$ cat config.mk
export PLATFORM = sky130hd
export DESIGN_NAME = buffered_uart_ring_queues
export DESIGN_NICKNAME = d
export VERILOG_FILES = /design/src/design/buq_pkg.sv /design/src/design/buffered_uart_ring_queues.sv
export SDC_FILE = /design/constraint.sdc
export NUM_CORES = 1
export LEC_CHECK = 0
export BUFFER_PORTS_ARGS = -buffer_cell sky130_fd_sc_hd__buf_2
export CORE_UTILIZATION = 53
export CTS_BUF_LIST = sky130_fd_sc_hd__clkbuf_8
export DETAILED_ROUTE_END_ITERATION = 7
export PLACE_DENSITY = 0.71
export REMOVE_ABC_BUFFERS = 1
export SLEW_MARGIN = 40
export SYNTH_ARGS = -nofsm -noshare
export SYNTH_HDL_FRONTEND = slang
export SYNTH_SLANG_ARGS = --single-unit
$ cat constraint.sdc
create_clock -name i_clk -period 2.8 [get_ports i_clk]
set_input_delay 0.28 -clock i_clk [delete_from_list [all_inputs] [get_ports i_clk]]
set_output_delay 0.28 -clock i_clk [all_outputs]
set_load 0.02 [all_outputs]
$ cat src/design/buq_pkg.sv
// Shared constants and types for the buffered serial port queues.
// No dependencies; imported by the top level.
package buq_pkg;

    // Default ring depths.
    localparam int TX_DEPTH_DEF = 64;
    localparam int RX_DEPTH_DEF = 64;

    // Bytes used for newline expansion.
    localparam logic [7:0] CR_BYTE = 8'h0D;
    localparam logic [7:0] LF_BYTE = 8'h0A;

    // Reset value of the newline expansion register.
    localparam logic NL_EXPAND_RST = 1'b1;

    // Request codes.
    typedef enum logic [1:0] {
        ACT_PUT      = 2'd0,
        ACT_TX_READY = 2'd1,
        ACT_RX_BYTE  = 2'd2,
        ACT_GET      = 2'd3
    } t_action;

endpackage

$ cat src/design/buffered_uart_ring_queues.sv
// Buffered serial port queues: transmit ring and receive ring in one module.
// An accepted request's result is loaded into the output register in the next cycle.
// Throughput: one request per cycle; input stalls only while a held result is stalled.
// Reset (i_rst_n low, synchronous): pointers, full and active flags and the output
// valid clear, newline expansion sets. Ring storage is not cleared.
// Depends on buq_pkg.
module buffered_uart_ring_queues #(
    parameter int TX_DEPTH = buq_pkg::TX_DEPTH_DEF,
    parameter int RX_DEPTH = buq_pkg::RX_DEPTH_DEF
) (
    input  logic       i_clk,
    input  logic       i_rst_n,

    // Configuration write port (newline expansion).
    input  logic       i_cfg_we,
    input  logic       i_cfg_wdata,

    // Request channel.
    input  logic       i_in_valid,
    output logic       o_in_stall,
    input  logic [1:0] i_action,
    input  logic [7:0] i_data_byte,

    // Result channel.
    output logic       o_out_valid,
    input  logic       i_out_stall,
    output logic       o_line_valid,
    output logic [7:0] o_line_byte,
    output logic       o_read_valid,
    output logic [7:0] o_read_byte,
    output logic       o_tx_full,
    output logic       o_tx_active,
    output logic       o_rx_empty,
    output logic       o_tx_dropped,
    output logic       o_rx_dropped
);

    import buq_pkg::*;

    // Pointers count modulo twice the depth so that full and empty differ.
    // The entry index is the pointer modulo the depth.
    localparam int TPW = $clog2(2 * TX_DEPTH);
    localparam int TSW = $clog2(TX_DEPTH);
    localparam int RPW = $clog2(2 * RX_DEPTH);
    localparam int RSW = $clog2(RX_DEPTH);

    function automatic logic [TSW-1:0] tx_slot(input logic [TPW-1:0] p);
        logic [TPW-1:0] s;
        s = (p >= TPW'(TX_DEPTH)) ? p - TPW'(TX_DEPTH) : p;
        return s[TSW-1:0];
    endfunction

    function automatic logic [TPW-1:0] tx_next(input logic [TPW-1:0] p);
        return (p == TPW'(2 * TX_DEPTH - 1)) ? '0 : p + TPW'(1);
    endfunction

    // Same entry index but different pointers means the ring holds a full depth.
    function automatic logic tx_is_full(input logic [TPW-1:0] t, input logic [TPW-1:0] h);
        return (tx_slot(t) == tx_slot(h)) && (t != h);
    endfunction

    function automatic logic [RSW-1:0] rx_slot(input logic [RPW-1:0] p);
        logic [RPW-1:0] s;
        s = (p >= RPW'(RX_DEPTH)) ? p - RPW'(RX_DEPTH) : p;
        return s[RSW-1:0];
    endfunction

    function automatic logic [RPW-1:0] rx_next(input logic [RPW-1:0] p);
        return (p == RPW'(2 * RX_DEPTH - 1)) ? '0 : p + RPW'(1);
    endfunction

    // ------------------------------------------------------------------
    // State registers.
    // ------------------------------------------------------------------
    logic           r_nl_expand;
    logic [TPW-1:0] r_tx_head, n_tx_head;
    logic [TPW-1:0] r_tx_tail, n_tx_tail;
    logic           r_tx_full, n_tx_full;
    logic           r_tx_active, n_tx_active;
    logic [RPW-1:0] r_rx_head, n_rx_head;
    logic [RPW-1:0] r_rx_tail, n_rx_tail;

    // The transmit ring is split into two banks chosen by pointer parity.
    // An expanded line feed stores two bytes at consecutive pointers, which
    // always land in different banks, so each bank sees one write per cycle.
    logic [7:0] r_tx_mem_even [TX_DEPTH];
    logic [7:0] r_tx_mem_odd  [TX_DEPTH];
    logic [7:0] r_rx_mem      [RX_DEPTH];

    // Prefetched head entries, read at the next head pointer every cycle.
    logic [7:0] r_tx_pre_even, r_tx_pre_odd, r_rx_pre;

    // Output register.
    logic       r_out_valid;
    logic       r_line_valid, n_line_valid;
    logic [7:0] r_line_byte,  n_line_byte;
    logic       r_read_valid, n_read_valid;
    logic [7:0] r_read_byte,  n_read_byte;
    logic       r_tx_dropped, n_tx_dropped;
    logic       r_rx_dropped, n_rx_dropped;
    logic       r_tx_full_o, r_tx_active_o, r_rx_empty_o;

    // ------------------------------------------------------------------
    // Handshake. A request is taken unless a finished result is held.
    // ------------------------------------------------------------------
    logic    accept;
    t_action action;

    assign o_in_stall = r_out_valid & i_out_stall;
    assign accept     = i_in_valid & ~o_in_stall;
    assign action     = t_action'(i_action);

    // ------------------------------------------------------------------
    // Put path. With expansion a carriage return is tried first, then the
    // byte itself; each attempt either goes to the line (transmitter idle),
    // goes into the ring, or is dropped when the ring is full.
    // ------------------------------------------------------------------
    logic           expand;
    logic           cr_drop, cr_line, cr_wr;
    logic           act_after_cr, full_after_cr;
    logic [TPW-1:0] tail_cr, tail_after_cr, tail_d;
    logic           d_drop, d_line, d_wr, full_after_d;
    logic           put_go;

    assign expand        = r_nl_expand && (i_data_byte == LF_BYTE);
    assign cr_drop       = expand & r_tx_full;
    assign cr_line       = expand & ~r_tx_full & ~r_tx_active;
    assign cr_wr         = expand & ~r_tx_full & r_tx_active;
    assign act_after_cr  = r_tx_active | cr_line;
    assign tail_cr       = tx_next(r_tx_tail);
    assign tail_after_cr = cr_wr ? tail_cr : r_tx_tail;
    assign full_after_cr = cr_wr ? tx_is_full(tail_cr, r_tx_head) : r_tx_full;

    assign d_drop        = full_after_cr;
    assign d_line        = ~full_after_cr & ~act_after_cr;
    assign d_wr          = ~full_after_cr & act_after_cr;
    assign tail_d        = tx_next(tail_after_cr);
    assign full_after_d  = d_wr ? tx_is_full(tail_d, r_tx_head) : full_after_cr;

    assign put_go        = accept && (action == ACT_PUT);

    // First ring write lands at the current tail, the second (only when both
    // bytes are stored) at the following pointer.
    logic           wa_en, wb_en;
    logic [7:0]     wa_data;
    logic           tx_we_even, tx_we_odd;
    logic [TSW-1:0] tx_wa_even, tx_wa_odd;
    logic [7:0]     tx_wd_even, tx_wd_odd;

    assign wa_en   = put_go & (cr_wr | d_wr);
    assign wb_en   = put_go & cr_wr & d_wr;
    assign wa_data = cr_wr ? CR_BYTE : i_data_byte;

    always_comb begin
        if (r_tx_tail[0]) begin
            tx_we_odd  = wa_en;
            tx_wa_odd  = tx_slot(r_tx_tail);
            tx_wd_odd  = wa_data;
            tx_we_even = wb_en;
            tx_wa_even = tx_slot(tail_cr);
            tx_wd_even = i_data_byte;
        end else begin
            tx_we_even = wa_en;
            tx_wa_even = tx_slot(r_tx_tail);
            tx_wd_even = wa_data;
            tx_we_odd  = wb_en;
            tx_wa_odd  = tx_slot(tail_cr);
            tx_wd_odd  = i_data_byte;
        end
    end

    // ------------------------------------------------------------------
    // Receive ring status and write.
    // ------------------------------------------------------------------
    logic           rx_full;
    logic           rx_we;
    logic [RSW-1:0] rx_wa;
    logic [7:0]     tx_head_byte;

    assign rx_full      = (rx_slot(r_rx_tail) == rx_slot(r_rx_head)) && (r_rx_tail != r_rx_head);
    assign rx_wa        = rx_slot(r_rx_tail);
    assign tx_head_byte = r_tx_head[0] ? r_tx_pre_odd : r_tx_pre_even;

    // ------------------------------------------------------------------
    // Next state and result for the accepted request.
    // ------------------------------------------------------------------
    always_comb begin
        n_tx_head    = r_tx_head;
        n_tx_tail    = r_tx_tail;
        n_tx_full    = r_tx_full;
        n_tx_active  = r_tx_active;
        n_rx_head    = r_rx_head;
        n_rx_tail    = r_rx_tail;
        rx_we        = 1'b0;
        n_line_valid = 1'b0;
        n_line_byte  = 8'h00;
        n_read_valid = 1'b0;
        n_read_byte  = 8'h00;
        n_tx_dropped = 1'b0;
        n_rx_dropped = 1'b0;
        if (accept) begin
            case (action)
                ACT_PUT: begin
                    n_tx_tail    = d_wr ? tail_d : tail_after_cr;
                    n_tx_full    = full_after_d;
                    n_tx_active  = act_after_cr | d_line;
                    n_line_valid = cr_line | d_line;
                    n_line_byte  = cr_line ? CR_BYTE : (d_line ? i_data_byte : 8'h00);
                    n_tx_dropped = cr_drop | d_drop;
                end
                ACT_TX_READY: begin
                    if (r_tx_head != r_tx_tail) begin
                        n_line_valid = 1'b1;
                        n_line_byte  = tx_head_byte;
                        n_tx_head    = tx_next(r_tx_head);
                        n_tx_full    = 1'b0;
                    end else begin
                        n_tx_active  = 1'b0;
                    end
                end
                ACT_RX_BYTE: begin
                    if (rx_full) begin
                        n_rx_dropped = 1'b1;
                    end else begin
                        rx_we        = 1'b1;
                        n_rx_tail    = rx_next(r_rx_tail);
                    end
                end
                ACT_GET: begin
                    if (r_rx_head != r_rx_tail) begin
                        n_read_valid = 1'b1;
                        n_read_byte  = r_rx_pre;
                        n_rx_head    = rx_next(r_rx_head);
                    end
                end
                default: begin
                    n_tx_head = r_tx_head;
                end
            endcase
        end
    end

    // ------------------------------------------------------------------
    // Ring storage. Each prefetch register reads the entry that will be at
    // the head next cycle; a write to that same entry is forwarded.
    // ------------------------------------------------------------------
    logic [TSW-1:0] tx_ra;
    logic [RSW-1:0] rx_ra;

    assign tx_ra = tx_slot(n_tx_head);
    assign rx_ra = rx_slot(n_rx_head);

    always_ff @(posedge i_clk) begin
        if (tx_we_even) begin
            r_tx_mem_even[tx_wa_even] <= tx_wd_even;
        end
        r_tx_pre_even <= (tx_we_even && (tx_wa_even == tx_ra)) ? tx_wd_even
                                                                : r_tx_mem_even[tx_ra];
    end

    always_ff @(posedge i_clk) begin
        if (tx_we_odd) begin
            r_tx_mem_odd[tx_wa_odd] <= tx_wd_odd;
        end
        r_tx_pre_odd <= (tx_we_odd && (tx_wa_odd == tx_ra)) ? tx_wd_odd
                                                            : r_tx_mem_odd[tx_ra];
    end

    always_ff @(posedge i_clk) begin
        if (rx_we) begin
            r_rx_mem[rx_wa] <= i_data_byte;
        end
        r_rx_pre <= (rx_we && (rx_wa == rx_ra)) ? i_data_byte : r_rx_mem[rx_ra];
    end

    // ------------------------------------------------------------------
    // Control state and configuration.
    // ------------------------------------------------------------------
    always_ff @(posedge i_clk) begin
        if (!i_rst_n) begin
            r_nl_expand <= NL_EXPAND_RST;
            r_tx_head   <= '0;
            r_tx_tail   <= '0;
            r_tx_full   <= 1'b0;
            r_tx_active <= 1'b0;
            r_rx_head   <= '0;
            r_rx_tail   <= '0;
            r_out_valid <= 1'b0;
        end else begin
            if (i_cfg_we) begin
                r_nl_expand <= i_cfg_wdata;
            end
            r_tx_head   <= n_tx_head;
            r_tx_tail   <= n_tx_tail;
            r_tx_full   <= n_tx_full;
            r_tx_active <= n_tx_active;
            r_rx_head   <= n_rx_head;
            r_rx_tail   <= n_rx_tail;
            if (accept) begin
                r_out_valid <= 1'b1;
            end else if (!i_out_stall) begin
                r_out_valid <= 1'b0;
            end
        end
    end

    // Result payload, loaded only when a request is accepted.
    always_ff @(posedge i_clk) begin
        if (accept) begin
            r_line_valid  <= n_line_valid;
            r_line_byte   <= n_line_byte;
            r_read_valid  <= n_read_valid;
            r_read_byte   <= n_read_byte;
            r_tx_full_o   <= n_tx_full;
            r_tx_active_o <= n_tx_active;
            r_rx_empty_o  <= (n_rx_head == n_rx_tail);
            r_tx_dropped  <= n_tx_dropped;
            r_rx_dropped  <= n_rx_dropped;
        end
    end

    assign o_out_valid  = r_out_valid;
    assign o_line_valid = r_line_valid;
    assign o_line_byte  = r_line_byte;
    assign o_read_valid = r_read_valid;
    assign o_read_byte  = r_read_byte;
    assign o_tx_full    = r_tx_full_o;
    assign o_tx_active  = r_tx_active_o;
    assign o_rx_empty   = r_rx_empty_o;
    assign o_tx_dropped = r_tx_dropped;
    assign o_rx_dropped = r_rx_dropped;

    // ------------------------------------------------------------------
    // Assertions.
    // ------------------------------------------------------------------

    // Bytes enter the transmit ring only while the transmitter is busy, so a
    // full ring implies an active transmitter.
    a_full_needs_active: assert property (@(posedge i_clk) disable iff (!i_rst_n)
        r_tx_full |-> r_tx_active)
        else $error("transmit ring full while transmitter idle");

    // The full flag must agree with the pointer distance.
    a_full_matches_ptrs: assert property (@(posedge i_clk) disable iff (!i_rst_n)
        r_tx_full == tx_is_full(r_tx_tail, r_tx_head))
        else $error("transmit full flag disagrees with pointers");

    // Every accepted request produces a result in the next cycle.
    a_result_follows: assert property (@(posedge i_clk) disable iff (!i_rst_n)
        accept |=> r_out_valid)
        else $error("accepted request produced no result");

endmodule
## Word level (Yosys, flattened, before mapping)

Memory sizes are Yosys's and may differ from the RTL's. A register that Yosys moved wholly into a read port is not among the register bits.
Index checks and enable logic that the tools add are counted.

| operators by class | value |
|---|---|
| multiply operators | 0 |
| reduce and logical (&&, ||, !) cells | 8 |
| order comparisons | 8 |
| equal/unequal tests | 19 |
| $add $sub $neg | 13 |
| bitwise logic cells | 21 |
| divide/modulo/power cells | 0 |
| muxes and demuxes | 60 |
| shifts and indexed selects | 0 |

Operators by type and width:

| cell | count |
|---|---|
| two-way mux 7 bit | 16 |
| two-way mux 6 bit | 11 |
| >= comparator 7 bit, second input constant | 8 |
| two-way mux 8 bit | 7 |
| subtractor 6 x 1 -> 6 bit, second input constant | 8 |
| adder 7 x 1 -> 7 bit, second input constant | 5 |
| == test 7 bit, second input constant | 5 |
| inequality test 7 bit | 5 |
| two-way mux 1 bit | 22 |
| == test 6 bit | 3 |
| case mux 8 bit (2 select lines) | 1 |
| bitwise AND 1 bit | 11 |
| == test 8 x 4 -> 1 bit, second input constant | 1 |
| == test 7 bit | 1 |
| case mux 1 bit (2 select lines) | 3 |
| logical AND 1 bit | 5 |
| inverter 1 bit | 5 |
| bitwise OR 1 bit | 5 |
| == test 2 bit, second input constant | 2 |
| AND reduction 2 bit | 2 |
| == test 2 x 1 -> 1 bit, second input constant | 1 |
| zero test 2 bit | 1 |
| inequality test 2 x 1 -> 1 bit, second input constant | 1 |

| storage, ports and cells | value |
|---|---|
| bits of input ports | 16 |
| bits in latches | 0 |
| bits in read-only memories | 0 |
| register bits after elaboration | 55 |
| bits in writable memories | 1536 |
| memories kept | 3 |
| logic and storage cells | 149 |
| output and inout port bits | 25 |

Memories:

| memory | words | width | read ports | clocked after memory_dff | wr ports | line | text |
|---|---|---|---|---|---|---|---|
| r_rx_mem | 64 | 8 | 1 | 1 | 1 | buffered_uart_ring_queues.sv:88 | `logic [7:0] r_rx_mem [RX_DEPTH];` |
| r_tx_mem_even | 64 | 8 | 1 | 1 | 1 | buffered_uart_ring_queues.sv:86 | `logic [7:0] r_tx_mem_even [TX_DEPTH];` |
| r_tx_mem_odd | 64 | 8 | 1 | 1 | 1 | buffered_uart_ring_queues.sv:87 | `logic [7:0] r_tx_mem_odd [TX_DEPTH];` |

## Depth between registers and ports, before layout

| logic depth | value |
|---|---|
| depth in word-level cells | 14 |
| depth in mapped cells | 13 |
| gate-level depth less buffers | 13 |

## Worst setup path after synthesis

Ideal clock, no wire load.

| timing | value |
|---|---|
| path type | register -> register |
| from | reg r_out_valid, in the netlist o_out_valid |
| to | mem r_rx_mem[30][0] (enable) |
| stages on the path, launching flop included | 11 |
| library setup time | 371 ps |
| path buffers | 2 |
| path slack | -384 ps |
| arrival | 2813 ps |
| period minus slack after synthesis | 3184 ps |
| required time | 2429 ps |
| cell sequence | dfxtp_1 -> and2_1 -> nand2b_1 -> clkbuf_1 -> inv_2 -> nand2_1 -> a31oi_1 -> clkbuf_1 -> and2_0 -> nand3_1 -> nor2_1 |

| on the way | value |
|---|---|
| longest elaborated chain between the ends | 6 |

Ends and longest elaborated chain:

| element | line | text |
|---|---|---|
| start: declaration | buffered_uart_ring_queues.sv:94 | `logic r_out_valid;` |
| start signal: assignment | buffered_uart_ring_queues.sv:288 | `r_out_valid <= 1'b0;` |
| start signal: assignment | buffered_uart_ring_queues.sv:300 | `r_out_valid <= 1'b1;` |
| start signal: assignment | buffered_uart_ring_queues.sv:302 | `r_out_valid <= 1'b0;` |
| bitwise AND 1 bit | buffered_uart_ring_queues.sv:109 | `assign o_in_stall = r_out_valid & i_out_stall;` |
| net o_in_stall | buffered_uart_ring_queues.sv:20 | `output logic o_in_stall,` |
| inverter 1 bit | buffered_uart_ring_queues.sv:110 | `assign accept = i_in_valid & ~o_in_stall;` |
| bitwise AND 1 bit | buffered_uart_ring_queues.sv:110 |  |
| net accept | buffered_uart_ring_queues.sv:106 | `logic accept;` |
| two-way mux 1 bit | buffered_uart_ring_queues.sv:201 | `if (accept) begin` |
| two-way mux 1 bit | buffered_uart_ring_queues.sv:270 | `if (rx_we) begin` |
| two-way mux 1 bit (not written as such) | buffered_uart_ring_queues.sv:271 | `r_rx_mem[rx_wa] <= i_data_byte;` |
| end: declaration | buffered_uart_ring_queues.sv:88 |  |

The timed path passes the listed nets, and every way through them passes these cells.

==> results.json <==
{
  "synth_top_area_share": 0.743,
  "cp_slowest_cell": "mux4_2",
  "place_congestion": 0.939,
  "synth_seq_area_share": 0.757,
  "syn_area_mm2": 0.0630,
  "setup_viol": 526,
  "power_density_mw_per_mm2": 625,
  "dp_hpwl_um": 91200,
  "critical-path-max-stage-delay_ns": 0.56,
  "syn_area_per_cell_um2": 22.3,
  "clockRootBuffer": "clkbuf_8",
  "die_h_um": 347,
  "slew_viol_final": 0,
  "tightest_slew_ns": 0.884,
  "crit_arrival_ns": 3.77,
  "failed_checks": "negative setup slack",
  "drive_above_1_share": 0.349,
  "cp_top_family": "multiplexers",
  "drv_cap": 0,
  "design_area_mm2": 0.0770,
  "clock-sinks": 1603,
  "endpoint_kind": "register",
  "rsz0062_at_grt": "true",
  "viasPerCell": 5.74,
  "p_leak_nw": 25.8,
  "path_class": "register to register",
  "hold_ws_ns": 0.224,
  "dpl_cell_area_mm2": 0.0702,
  "cts_buffer_depth": 4,
  "relSlewSlack": 0.409,
  "clock.fmax_mhz": 324,
  "synthArstFlopShare": 0,
  "period_needed_ns": 3.09,
  "clock_latency_ns": 0.97,
  "portBuffers": 40,
  "track_usage": 0.245,
  "worst_ep_required_time_ns": 3.49,
  "synth_cells": 2828,
  "yosys_register_bits": 1603,
  "grt_pass1_wl_um": 216000,
  "route.detailed.wl_per_inst_um": 25.5,
  "ys_top_cells_by_area": "edfxtp_1 (74%), mux4_2 (18%), dfxtp_1 (1.4%)",
  "fin_skew_ns": 0.0639,
  "cp_num_buf_inv": 4,
  "core_mm2": 0.118,
  "floorplan.rows": 126,
  "worstPathCellList": "buf_12 -> buf_12 -> buf_16 -> buf_4 -> mux4_2 -> mux4_2 -> mux4_2 -> a221o_1",
  "finalNetCount": 3961,
  "numCtsBuffers": 275,
  "drt_iter0_drc": 3429,
  "routed-via-count": 32400,
  "antenna_found_initial": 7,
  "synth_edf_count": 1559,
  "pin_count": 41,
  "status": "finished with violations",
  "cts.reportedPaths.clkPinSlew_ns": 0.06,
  "drc": 0,
  "tritoncts": "done",
  "grt_max_degree": 109,
  "area_growth_pct": 22.2,
  "hold_path.class": "primary input to register",
  "place_ws_ns": -0.654,
  "start_util": 0.534,
  "die_w_um": 347,
  "crit_top_cell": "mux4_2",
  "grt_overflow_total": 0,
  "dr.pass1.iters": 5,
  "synth_cell_type_count": 77,
  "fin_ws_ns": -0.288,
  "first_global_vias": 34000,
  "routed_wl_um": 144000,
  "drtAntennaViolNets": 0,
  "yosysWarnings": 0,
  "crit_fanout": 8,
  "timing.final.crit_share": 1.10,
  "ir_worst_vdd_uv": 429,
  "reg2reg_slack_ns": -0.29,
  "yosys_most_used_dff": "edfxtp_1",
  "finalHoldViolations": 0,
  "die-area_mm2": 0.120,
  "netlist.top_cell.by_area": "edfxtp_1",
  "ctsHtreeMaxLevel": 5,
  "startpoint_type": "register"
}
==> path summary, 6_finish.rpt <==
kind,from,to,depth (start not counted)
max,register,o_line_byte[3],8
min,i_out_stall,r_tx_full,6
max reg2reg,register,o_line_byte[3],8
min reg2reg,r_tx_head[4],register,2
==> final cells by class <==
type	count	area (um^2)
sequential	1603	47700
inverter	19	71.3
multi-input combinational	1540	17200
clock inverter	166	816
fill	7710	40900
clock buffer	281	3870
antenna	3	7.51
timing repair buffer	501	5330
tap	1536	1920
==> timing repair <==
action | CTS | global route
cloned | 5 | 1
pin swaps | 65 | 39
setup buffers | 67 | 21
setup endpoints to repair | 550 | 535
gates resized for setup | 198 | 35
hold buffers | 20 | 0
endpoints found under the hold margin | 281 | 0
==> metrics by stage <==
step / setup TNS, ns / util / std cells / power [mW]
after global placement: -220.34 / 0.594 / 5102 / 29.7
after global routing: -130.07 / 0.653 / 5649 / 49.7
after CTS: -5.38 / 0.650 / 5635 / 48.5
after detailed placement: -248.83 / 0.595 / 5104 / 29.8
after floorplan: -644.79 / - / 3162 / 29.0
final: -73.12 / 0.653 / 5649 / 48.1
==> metal layers <==
metal / vias up / part of all wire / global-route usage
met2: 1392 / 0.49 / 0.393
met3: 283 / 0.081 / 0.0591
met4: 4 / 0.025 / 0.0715
li1: 13700 / - / -
met5: - / 0.00019 / 0
met1: 17000 / 0.40 / 0.338
==> worst min-delay path: stages <==
cell	delay [ns]
buf_2	0.07
and2_1	0.13
nand2b_1	0.21
buf_4	0.18
buf_4	0.16
o41ai_2	0.08
==> cell families (layout without fill, tap and decap cells) <==
group	after synthesis	in the layout	share of synthesized area
xor+xnor	53	53	0.00759
buf+inv	180	967	0.0116
other cells	1	499	0.0000595
mux	511	511	0.181
flops	1603	1603	0.757
fa+ha+maj	5	5	0.000993
simple gates	361	361	0.0280
compound gates	114	114	0.0131
==> where the power goes <==
group / internal [mW] / switching, mW / leakage [nW] / total (mW)
clock network: 9.76 / 8.85 / 2.67 / 18.6
logic: 1.04 / 1.26 / 8.32 / 2.30
registers: 27.0 / 0.204 / 14.8 / 27.2
==> state kept, by name, indices dropped and copies added, names as in the netlist, named ones only <==
signal / flops
r_rx_head: 7
r_tx_head: 7
r_nl_expand: 1
r_rx_mem: 512
o_line_valid: 1
o_tx_full: 1
r_tx_mem_even: 512
o_tx_dropped: 1
o_rx_empty: 1
o_out_valid: 1
r_tx_full: 1
o_rx_dropped: 1
o_read_valid: 1
o_line_byte: 8
r_tx_mem_odd: 512
o_read_byte: 8
r_rx_tail: 7
o_tx_active: 1
r_tx_tail: 6
r_tx_active: 1
==> synth_stat cells, types with 5 or more instances <==
| cell type | number |
|---|---|
| xnor2_1 | 22 |
| nand3_1 | 19 |
| xor2_1 | 30 |
| a31oi_1 | 7 |
| o21ai_0 | 21 |
| nor2b_1 | 10 |
| mux4_2 | 504 |
| or3_1 | 5 |
| nor2_1 | 159 |
| nor4_1 | 6 |
| a21oi_1 | 24 |
| nor3_1 | 31 |
| nand2_1 | 55 |
| a22oi_1 | 6 |
| dfxtp_1 | 44 |
| o21a_1 | 9 |
| nand2b_1 | 12 |
| buf_1 | 29 |
| nand4_1 | 12 |
| o2111ai_1 | 5 |
| and2_1 | 17 |
| clkbuf_1 | 98 |
| edfxtp_1 | 1559 |
| inv_1 | 18 |
| ha_1 | 5 |
| buf_4 | 5 |
| nand3b_1 | 9 |
| buf_2 | 28 |
==> placed cells by master (no fill, tap or decap), drive strengths merged, types with 4 or more instances in the layout <==
cell | netlist | routed
edfxtp | 1559 | 1559
mux4 | 504 | 504
conb | 1 | 496
buf | 62 | 476
clkbuf | 99 | 284
nor2 | 161 | 161
inv | 19 | 95
clkinv | 0 | 79
nand2 | 55 | 55
dfxtp | 44 | 44
nor3 | 34 | 34
xor2 | 30 | 30
a21oi | 24 | 24
xnor2 | 22 | 22
o21ai | 22 | 22
dlygate4sd3 | 0 | 20
nand3 | 20 | 20
and2 | 18 | 18
nand4 | 14 | 14
nand2b | 12 | 12
nor2b | 10 | 10
nand3b | 9 | 9
o21a | 9 | 9
o2111ai | 9 | 9
nor4 | 8 | 8
a31oi | 7 | 7
bufinv | 0 | 6
a22oi | 6 | 6
clkinvlp | 0 | 5
mux2i | 5 | 5
or3 | 5 | 5
ha | 5 | 5
and3 | 4 | 4
o22ai | 4 | 4
No activity file was read; power rests on OpenSTA's default activity.
